--- src/hw/rtl/pdq_pkg.sv ---
package pdq_pkg;

   localparam int QUEUE_DEPTH = 64;
   localparam int QIDX_W = (QUEUE_DEPTH > 1) ? $clog2(QUEUE_DEPTH) : 1;

   localparam int CMDQ_DEPTH = 2;
   localparam int CMDQ_PTR_W = (CMDQ_DEPTH > 1) ? $clog2(CMDQ_DEPTH) : 1;
   localparam int CMDQ_CNT_W = $clog2(CMDQ_DEPTH + 1);

   localparam int CFG_W = 9;
   localparam int COUNT_W = 6;

   localparam logic [CFG_W-1:0] REPLY_NONE = 9'd256;
   localparam logic [7:0] BYTE_NO_PRESS = 8'd254;
   localparam logic [7:0] BYTE_PAD_OFF = 8'd252;
   localparam logic [7:0] BYTE_BUTTON_LO = 8'd128;
   localparam logic [7:0] BYTE_ENCODER_LO = 8'd180;

   typedef enum logic [1:0] {
      OP_SERIAL,
      OP_POP,
      OP_MIDI_IN,
      OP_MIDI_OUT
   } opcode_type;

   typedef enum logic [2:0] {
      KIND_PAD_PRESS,
      KIND_PAD_RELEASE,
      KIND_BUTTON_PRESS,
      KIND_BUTTON_RELEASE,
      KIND_ENCODER,
      KIND_MIDI_IN,
      KIND_MIDI_OUT
   } kind_type;

   typedef enum logic [1:0] {
      PUSH_NONE,
      PUSH_QUEUED,
      PUSH_DROPPED
   } push_status_type;

   typedef enum logic [1:0] {
      PH_IDLE,
      PH_PAD_OFF,
      PH_PAD_ON,
      PH_ENCODER
   } phase_type;

   typedef enum logic [1:0] {
      CMD_NONE,
      CMD_PUSH,
      CMD_POP
   } cmd_op_type;

   typedef struct packed {
      kind_type    kind;
      logic [7:0]  id;
      logic [15:0] value;
      logic [15:0] time_stamp;
   } event_type;

   localparam int EVENT_W = $bits(event_type);

   typedef struct packed {
      cmd_op_type op;
      logic       reply_seen;
      event_type  ev;
   } cmd_type;

   typedef struct packed {
      logic [1:0]  opcode;
      logic [7:0]  byte_in;
      logic [7:0]  midi_first;
      logic [7:0]  midi_second;
      logic [15:0] time_now;
   } req_type;

   typedef struct packed {
      logic               event_valid;
      logic [2:0]         event_kind;
      logic [7:0]         event_id;
      logic [15:0]        event_value;
      logic [15:0]        event_time;
      logic [1:0]         push_status;
      logic               display_reply_seen;
      logic [COUNT_W-1:0] queue_count;
   } rsp_type;

endpackage

--- src/hw/rtl/panel_event_decoder_queue.sv ---
// A request is queued, then its result registered. Throughput: one request word per
// cycle while results are not stalled; the decoder, the two-entry command queue and
// the event store's single write and registered read port each take one per cycle.
// Reset is synchronous and active high; it empties the event queue, returns the
// parser to idle and sets the awaited display reply to none. No clearing pass runs.
module panel_event_decoder_queue
   import pdq_pkg::*;
(
   input  logic             clock,
   input  logic             reset,
   input  logic             req_valid,
   output logic             req_ready,
   input  req_type          req_word,
   output logic             rsp_valid,
   input  logic             rsp_ready,
   output rsp_type          rsp_word,
   input  logic             csr_valid,
   output logic             csr_ready,
   input  logic [CFG_W-1:0] csr_data
);

   logic [CFG_W-1:0] reply_ff;
   logic             front_valid, front_ready;
   cmd_type          front_cmd;
   logic             back_valid, back_ready;
   cmd_type          back_cmd;

   assign csr_ready = 1'b1;

   always_ff @(posedge clock) begin
      if (reset) begin
         reply_ff <= REPLY_NONE;
      end else if (csr_valid && csr_ready) begin
         reply_ff <= csr_data;
      end
   end

   pdq_front u_front (
      .clock      (clock),
      .reset      (reset),
      .reply_byte (reply_ff),
      .req_valid  (req_valid),
      .req_ready  (req_ready),
      .req_word   (req_word),
      .cmd_valid  (front_valid),
      .cmd_ready  (front_ready),
      .cmd        (front_cmd)
   );

   pdq_cmd_fifo u_cmd_fifo (
      .clock     (clock),
      .reset     (reset),
      .in_valid  (front_valid),
      .in_ready  (front_ready),
      .in_cmd    (front_cmd),
      .out_valid (back_valid),
      .out_ready (back_ready),
      .out_cmd   (back_cmd)
   );

   pdq_back u_back (
      .clock     (clock),
      .reset     (reset),
      .cmd_valid (back_valid),
      .cmd_ready (back_ready),
      .cmd       (back_cmd),
      .rsp_valid (rsp_valid),
      .rsp_ready (rsp_ready),
      .rsp_word  (rsp_word)
   );

endmodule

--- src/hw/rtl/pdq_ram.sv ---
module pdq_ram #(
   parameter int WIDTH = 8,
   parameter int DEPTH = 16,
   localparam int ADDR_W = (DEPTH > 1) ? $clog2(DEPTH) : 1
) (
   input  logic              clock,
   input  logic              wr_en,
   input  logic [ADDR_W-1:0] wr_addr,
   input  logic [WIDTH-1:0]  wr_data,
   input  logic              rd_en,
   input  logic [ADDR_W-1:0] rd_addr,
   output logic [WIDTH-1:0]  rd_data
);

   logic [WIDTH-1:0] mem_ff [DEPTH];
   logic [WIDTH-1:0] rd_data_ff;

   always_ff @(posedge clock) begin
      if (wr_en) begin
         mem_ff[wr_addr] <= wr_data;
      end
      if (rd_en) begin
         rd_data_ff <= mem_ff[rd_addr];
      end
   end

   assign rd_data = rd_data_ff;

endmodule

--- src/hw/rtl/pdq_front.sv ---
module pdq_front
   import pdq_pkg::*;
(
   input  logic             clock,
   input  logic             reset,
   input  logic [CFG_W-1:0] reply_byte,
   input  logic             req_valid,
   output logic             req_ready,
   input  req_type          req_word,
   output logic             cmd_valid,
   input  logic             cmd_ready,
   output cmd_type          cmd
);

   phase_type   phase_ff, phase_in;
   logic [7:0]  code_ff, code_in;
   logic [15:0] ptime_ff, ptime_in;
   logic        accept;
   logic [7:0]  b;
   logic [15:0] delta;

   assign req_ready = cmd_ready;
   assign cmd_valid = req_valid;
   assign accept = req_valid && cmd_ready;
   assign b = req_word.byte_in;
   assign delta = {{8{b[7]}}, b};

   always_comb begin
      phase_in = phase_ff;
      code_in = code_ff;
      ptime_in = ptime_ff;
      cmd = '0;
      cmd.op = CMD_NONE;
      unique case (opcode_type'(req_word.opcode))
         OP_SERIAL: begin
            priority if (phase_ff == PH_PAD_OFF) begin
               cmd.op = CMD_PUSH;
               cmd.ev = '{KIND_PAD_RELEASE, b, 16'd0, ptime_ff};
               phase_in = PH_IDLE;
            end else if (phase_ff == PH_PAD_ON) begin
               cmd.op = CMD_PUSH;
               cmd.ev = '{KIND_PAD_PRESS, code_ff, {8'd0, b}, ptime_ff};
               phase_in = PH_IDLE;
            end else if (phase_ff == PH_ENCODER) begin
               cmd.op = CMD_PUSH;
               cmd.ev = '{KIND_ENCODER, code_ff - BYTE_ENCODER_LO, delta, ptime_ff};
               phase_in = PH_IDLE;
            end else if (reply_byte != REPLY_NONE && b == reply_byte[7:0]) begin
               cmd.reply_seen = 1'b1;
            end else if (b == BYTE_NO_PRESS) begin
               cmd.op = CMD_NONE;
            end else if (b == BYTE_PAD_OFF) begin
               ptime_in = req_word.time_now;
               phase_in = PH_PAD_OFF;
            end else if (b < BYTE_BUTTON_LO) begin
               code_in = b;
               ptime_in = req_word.time_now;
               phase_in = PH_PAD_ON;
            end else if (b < BYTE_ENCODER_LO) begin
               cmd.op = CMD_PUSH;
               cmd.ev = '{KIND_BUTTON_RELEASE, {1'b0, b[6:0]}, 16'd0, req_word.time_now};
            end else begin
               code_in = b;
               ptime_in = req_word.time_now;
               phase_in = PH_ENCODER;
            end
         end
         OP_POP: begin
            cmd.op = CMD_POP;
         end
         OP_MIDI_IN, OP_MIDI_OUT: begin
            cmd.op = CMD_PUSH;
            cmd.ev.kind = (opcode_type'(req_word.opcode) == OP_MIDI_IN) ?
                          KIND_MIDI_IN : KIND_MIDI_OUT;
            cmd.ev.id = b;
            cmd.ev.value = {req_word.midi_first, req_word.midi_second};
            cmd.ev.time_stamp = req_word.time_now;
         end
         default: begin
            cmd.op = CMD_NONE;
         end
      endcase
   end

   always_ff @(posedge clock) begin
      if (reset) begin
         phase_ff <= PH_IDLE;
         code_ff <= '0;
         ptime_ff <= '0;
      end else if (accept) begin
         phase_ff <= phase_in;
         code_ff <= code_in;
         ptime_ff <= ptime_in;
      end
   end

endmodule

--- src/hw/rtl/pdq_cmd_fifo.sv ---
module pdq_cmd_fifo
   import pdq_pkg::*;
(
   input  logic    clock,
   input  logic    reset,
   input  logic    in_valid,
   output logic    in_ready,
   input  cmd_type in_cmd,
   output logic    out_valid,
   input  logic    out_ready,
   output cmd_type out_cmd
);

   cmd_type                entries_ff [CMDQ_DEPTH];
   logic [CMDQ_PTR_W-1:0]  wr_ptr_ff, wr_ptr_in;
   logic [CMDQ_PTR_W-1:0]  rd_ptr_ff, rd_ptr_in;
   logic [CMDQ_CNT_W-1:0]  count_ff, count_in;
   logic                   do_wr, do_rd;

   assign in_ready = count_ff != CMDQ_CNT_W'(CMDQ_DEPTH);
   assign out_valid = count_ff != '0;
   assign out_cmd = entries_ff[rd_ptr_ff];
   assign do_wr = in_valid && in_ready;
   assign do_rd = out_valid && out_ready;

   always_comb begin
      wr_ptr_in = wr_ptr_ff;
      rd_ptr_in = rd_ptr_ff;
      count_in = count_ff;
      if (do_wr) begin
         wr_ptr_in = (wr_ptr_ff == CMDQ_PTR_W'(CMDQ_DEPTH - 1)) ? '0 : wr_ptr_ff + 1'b1;
      end
      if (do_rd) begin
         rd_ptr_in = (rd_ptr_ff == CMDQ_PTR_W'(CMDQ_DEPTH - 1)) ? '0 : rd_ptr_ff + 1'b1;
      end
      if (do_wr && !do_rd) begin
         count_in = count_ff + 1'b1;
      end else if (do_rd && !do_wr) begin
         count_in = count_ff - 1'b1;
      end
   end

   always_ff @(posedge clock) begin
      if (do_wr) begin
         entries_ff[wr_ptr_ff] <= in_cmd;
      end
   end

   always_ff @(posedge clock) begin
      if (reset) begin
         wr_ptr_ff <= '0;
         rd_ptr_ff <= '0;
         count_ff <= '0;
      end else begin
         wr_ptr_ff <= wr_ptr_in;
         rd_ptr_ff <= rd_ptr_in;
         count_ff <= count_in;
      end
   end

endmodule

--- src/hw/rtl/pdq_back.sv ---
module pdq_back
   import pdq_pkg::*;
(
   input  logic    clock,
   input  logic    reset,
   input  logic    cmd_valid,
   output logic    cmd_ready,
   input  cmd_type cmd,
   output logic    rsp_valid,
   input  logic    rsp_ready,
   output rsp_type rsp_word
);

   logic [QIDX_W-1:0]  wr_ff, wr_in, next_wr;
   logic [QIDX_W-1:0]  rd_ff, rd_in, next_rd;
   logic [QIDX_W-1:0]  held;
   logic               issue, full, empty, do_push, do_pop;
   logic               out_valid_ff, out_valid_in;
   logic               hit_ff;
   logic               seen_ff;
   push_status_type    status_ff, status_in;
   logic [COUNT_W-1:0] count_ff, count_in;
   logic [EVENT_W-1:0] rd_bits;
   event_type          rd_ev;

   assign cmd_ready = !out_valid_ff || rsp_ready;
   assign issue = cmd_valid && cmd_ready;

   assign next_wr = (wr_ff == QIDX_W'(QUEUE_DEPTH - 1)) ? '0 : wr_ff + 1'b1;
   assign next_rd = (rd_ff == QIDX_W'(QUEUE_DEPTH - 1)) ? '0 : rd_ff + 1'b1;
   assign full = next_wr == rd_ff;
   assign empty = wr_ff == rd_ff;
   assign do_push = issue && cmd.op == CMD_PUSH && !full;
   assign do_pop = issue && cmd.op == CMD_POP && !empty;
   assign wr_in = do_push ? next_wr : wr_ff;
   assign rd_in = do_pop ? next_rd : rd_ff;

   always_comb begin
      if (wr_in >= rd_in) begin
         held = wr_in - rd_in;
      end else begin
         held = QIDX_W'(QUEUE_DEPTH) - rd_in + wr_in;
      end
      count_in = COUNT_W'(32'(held));
      if (cmd.op == CMD_PUSH) begin
         status_in = full ? PUSH_DROPPED : PUSH_QUEUED;
      end else begin
         status_in = PUSH_NONE;
      end
      out_valid_in = issue ? 1'b1 : (out_valid_ff && !rsp_ready);
   end

   pdq_ram #(
      .WIDTH (EVENT_W),
      .DEPTH (QUEUE_DEPTH)
   ) u_store (
      .clock   (clock),
      .wr_en   (do_push),
      .wr_addr (wr_ff),
      .wr_data (cmd.ev),
      .rd_en   (do_pop),
      .rd_addr (rd_ff),
      .rd_data (rd_bits)
   );

   assign rd_ev = event_type'(rd_bits);

   always_ff @(posedge clock) begin
      if (reset) begin
         wr_ff <= '0;
         rd_ff <= '0;
         out_valid_ff <= 1'b0;
      end else begin
         wr_ff <= wr_in;
         rd_ff <= rd_in;
         out_valid_ff <= out_valid_in;
      end
   end

   always_ff @(posedge clock) begin
      if (issue) begin
         hit_ff <= do_pop;
         seen_ff <= cmd.reply_seen;
         status_ff <= status_in;
         count_ff <= count_in;
      end
   end

   always_comb begin
      rsp_word = '0;
      rsp_word.event_valid = hit_ff;
      if (hit_ff) begin
         rsp_word.event_kind = rd_ev.kind;
         rsp_word.event_id = rd_ev.id;
         rsp_word.event_value = rd_ev.value;
         rsp_word.event_time = rd_ev.time_stamp;
      end
      rsp_word.push_status = status_ff;
      rsp_word.display_reply_seen = seen_ff;
      rsp_word.queue_count = count_ff;
   end

   assign rsp_valid = out_valid_ff;

   a_pop_empty: assert property (@(posedge clock) disable iff (reset)
      issue && cmd.op == CMD_POP && empty |=> rsp_valid && !rsp_word.event_valid)
      else $error("Pop of an empty queue returned an event.");

   a_drop_full: assert property (@(posedge clock) disable iff (reset)
      issue && cmd.op == CMD_PUSH && full |=>
      rsp_valid && rsp_word.push_status == PUSH_DROPPED && $stable(wr_ff))
      else $error("Push to a full queue was not dropped.");

   a_hold_stall: assert property (@(posedge clock) disable iff (reset)
      rsp_valid && !rsp_ready |=> rsp_valid && $stable(wr_ff) && $stable(rd_ff))
      else $error("Queue indices moved while the result word was stalled.");

endmodule

--- config.mk ---
export PLATFORM = sky130hd
export DESIGN_NAME = panel_event_decoder_queue
export DESIGN_NICKNAME = d
export VERILOG_FILES = /design/src/hw/rtl/pdq_pkg.sv /design/src/hw/rtl/panel_event_decoder_queue.sv /design/src/hw/rtl/pdq_ram.sv /design/src/hw/rtl/pdq_front.sv /design/src/hw/rtl/pdq_cmd_fifo.sv /design/src/hw/rtl/pdq_back.sv
export SDC_FILE = /design/constraint.sdc
export NUM_CORES = 2
export LEC_CHECK = 0
export BUFFER_PORTS_ARGS = -buffer_cell sky130_fd_sc_hd__buf_2
export CAP_MARGIN = 20
export CORE_UTILIZATION = 44
export DETAILED_ROUTE_END_ITERATION = 8
export GPL_TIMING_DRIVEN = 0
export PLACE_DENSITY_LB_ADDON = 0.08
export SYNTH_ARGS = -nofsm -noshare
export SYNTH_HDL_FRONTEND = slang
export SYNTH_SLANG_ARGS = --single-unit
--- constraint.sdc ---
create_clock -name clock -period 5.68 [get_ports clock]
set_input_delay 1.136 -clock clock [delete_from_list [all_inputs] [get_ports clock]]
set_output_delay 1.136 -clock clock [all_outputs]
set_load 0.03 [all_outputs]
==> impl_metrics.py <==
metrics = {
    "drt": {
        "drc": 0,
        "drt_iter0_drc": 8524,
        "ant_nets": 0,
        "wl_mm": 371,
        "viasPerCell": 6.29,
        "post_drt_wl_per_cell_um": 40.3,
        "dr.pass1.iters": 5,
        "vias": 57926,
    },
    "clocking": {
        "cts_buffers": 322,
        "post_cts_buffers": 0,
        "cts-root-buf": "clkbuf_16",
        "cts_resized": 0,
        "clkTransAtPathRegs_ns": 0.06,
        "tritoncts": "built",
        "cts_hold_buf": 0,
        "clockBufferDepth": 4,
        "htreeDepth": 5,
        "clock_latency_ns": 0.99,
        "cts.sink_count": 2950,
    },
    "global_routing": {
        "grt.overflow.total": 0,
        "grt_pass1_vias": 56618,
        "grt_max_degree": 65,
        "track_usage_pct": 28.7,
        "grt_pass1_wl_mm": 495,
        "antenna_found_initial": 31,
    },
    "cells_and_area": {
        "stdcell_count": 9209,
        "fin_util_pct": 51.8,
        "fillers": 19935,
        "fin_nets": 5673,
        "syn_to_final_growth_pct": 17.0,
        "drive_above_1_share_pct": 30.9,
    },
    "die": {
        "die_h_um": 510,
        "initial_core_util_pct": 44.3,
        "die_x_um": 510,
        "core_area_sq_um": 257000,
        "dieArea_sq_um": 260000,
        "io_pins": 112,
        "num_rows": 186,
    },
    "placed_design": {
        "dp_hpwl_mm": 249,
        "io_buffers": 103,
        "gp_congestion": 0.842,
        "place_inst": 8651,
    },
    "yosys": {
        "synth_area_leaders": "edfxtp_1 77%, mux4_2 16%, mux2i_1 1.4%",
        "synth-main-ff-cell": "edfxtp_1",
        "synthTopCellsByCount": "2897 x edfxtp_1, 790 x mux4_2, 155 x mux2i_1",
        "muxShareOfSynthArea_pct": 17.5,
        "synth_cells": 4949,
        "ys_seq_area_share_pct": 77.5,
        "synth_enable_flop_cells": 2897,
        "synth_compound_area_share_pct": 1.76,
        "netlist_area_sq_um": 114000,
        "synthSimpleGateAreaFrac_pct": 1.50,
        "synth_seq_cells": 2950,
        "ys_types": 63,
        "yosysMostFrequentCell": "edfxtp_1",
        "yosys_warnings": 0,
        "synthArstFlopShare_pct": 0,
        "syn_nets": 5019,
        "synth_top_area_share_pct": 76.6,
        "synth_fa_ha_area_share_pct": 0.161,
        "synth_top_cell_by_area": "edfxtp_1",
        "syn_avg_cell_area_sq_um": 23.0,
        "synth_top_family_by_area": "multiplexers",
        "synth_xor_area_share_pct": 0.247,
    },
    "worst_setup_path": {
        "critPathKind": "reg -> reg",
        "worstSetupStartpointType": "register",
        "crit_arrival_ns": 6.14,
        "critPathMaxFanout": 10,
        "rr_worst_depth": 9,
        "cp.required_ns": 6.30,
        "end_kind": "register",
    },
    "timing": {
        "skew_ns": 0.0545,
        "tightest_slew_ns": 1.29,
        "setup_violations": 0,
        "rsz0062_at_grt": "false",
        "fin_crit_ns": 5.52,
        "drv_slew": 0,
        "finalCritPeriodShare_pct": 97.2,
        "fmax_mhz": 181,
        "worst_hold_slack_ns": 0.377,
        "relSlewSlack_pct": 13.9,
        "hold_violations": 0,
    },
    "power": {
        "power_density_nw_per_um2": 387,
        "p_leak_nw": 41.1,
        "ir_worst_vdd_mv": 0.326,
    },
    "min_path": {
        "holdCritPathClass": "in -> reg",
        "whs_path_depth": 2,
    },
    "run_status": {
        "status": "completed",
    },
    "job": {
        "cap_violations": 0,
    },
}
## stage by stage
| step | total power, mW | setup WS [ns] | instance area (sq um) | TNS, ns |
|---|---|---|---|---|
| 6_report | 51.5 | 0.160 | 133000 | 0 |
| 5_1_grt | 52.7 | 0.212 | 133000 | 0 |
| 4_1_cts | 51.5 | 0.274 | 133000 | 0 |
| 3_5_place_dp | 32.3 | 0.160 | 123000 | 0 |
| 3_3_place_gp | 31.7 | -4.13 | 118000 | -9042.33 |
| 2_1_floorplan | 29.4 | 0.936 | 114000 | 0 |
## layout by cell type (no fill, tap or decap), drive strengths merged, types with 5 or more instances in the layout
| cell | instances |
|---|---|
| nand2b | 5 |
| o21ai | 43 |
| ha | 13 |
| or3 | 9 |
| clkinv | 110 |
| nand4 | 6 |
| a211oi | 35 |
| dfxtp | 53 |
| mux2 | 52 |
| inv | 30 |
| nor3 | 6 |
| o221ai | 42 |
| buf | 505 |
| diode | 6 |
| a22oi | 6 |
| bufinv | 13 |
| edfxtp | 2897 |
| and2 | 46 |
| o22ai | 31 |
| nand3 | 13 |
| nand2 | 82 |
| nor2 | 130 |
| nor4 | 6 |
| xnor2 | 15 |
| clkbuf | 514 |
| a21oi | 67 |
| nor2b | 31 |
| a31oi | 13 |
| mux2i | 155 |
| xor2 | 17 |
| a22o | 26 |
| mux4 | 790 |
## path summary, 6_finish.rpt
path	slack, ns	start	end
min reg2reg	0.50	u_front.code_ff[7]	u_front.code_ff[7]
max reg2reg	0.16	u_back.rd_ff[2]	u_back.u_store.rd_data[37]
min	0.38	csr_data[8]	reply_ff[8]
max	0.16	u_back.rd_ff[2]	u_back.u_store.rd_data[37]
## worst max-delay path: stages, from the launching register on
cell and delay [ns]:
dfxtp_1 0.31, buf_4 0.20, buf_2 0.51, buf_2 0.65, buf_2 0.60, buf_1 0.90, mux4_2 0.54, nor2b_1 0.19
a211oi_1 0.98, a31oi_1 0.19
## cell type report
cell class	instances	area, sq um	area share [%]
clock buffer	408	8530	6.42
buffer	281	1390	1.04
multi-input combinational	1693	24600	18.5
timing repair buffer	330	5080	3.82
sequential	2950	88100	66.2
tap	3384	4230	3.18
antenna	6	15.0	0.0113
clock inverter	132	965	0.726
inverter	25	96.3	0.0725
## flip-flops by register name (all words and copies together), names as in the netlist, 2 cells and up, named ones only
| name | flops |
|---|---|
| reply_ff | 9 |
| u_back.count_ff | 6 |
| u_back.rd_ff | 6 |
| u_back.status_ff | 2 |
| u_back.u_store.mem_ff | 2752 |
| u_back.u_store.rd_data | 43 |
| u_back.wr_ff | 6 |
| u_cmd_fifo.count_ff | 2 |
| u_cmd_fifo.entries_ff | 92 |
| u_front.code_ff | 8 |
| u_front.phase_ff | 2 |
| u_front.ptime_ff | 16 |
## metal layers
layer	up-vias	share of wire, %	track usage [%]
met4	6	3.6	9.89
met2	3177	46	43.9
li1	22371	-	-
met5	-	0.011	0
met3	583	9.7	6.68
met1	31789	41	40.6
## report_power, final
group | switching [mW] | internal [mW] | total (mW)
Clock | 8.36 | 11.1 | 19.5
Combinational | 4.15 | 1.29 | 5.44
Sequential | 0.130 | 26.4 | 26.5
Total | 12.6 | 38.8 | 51.5
## logic make-up (layout without fill, tap and decap cells)
kind of cell,Yosys count,in the layout
DFF,2950,2950
muxes,997,997
and+or+nand+nor,355,355
buffers and inverters,306,1176
AOI/OAI and AO/OA,294,294
xor gates and xnor gates,32,32
adders and majority gates,14,14
other,1,7
(Power assumes the default switching activity.)
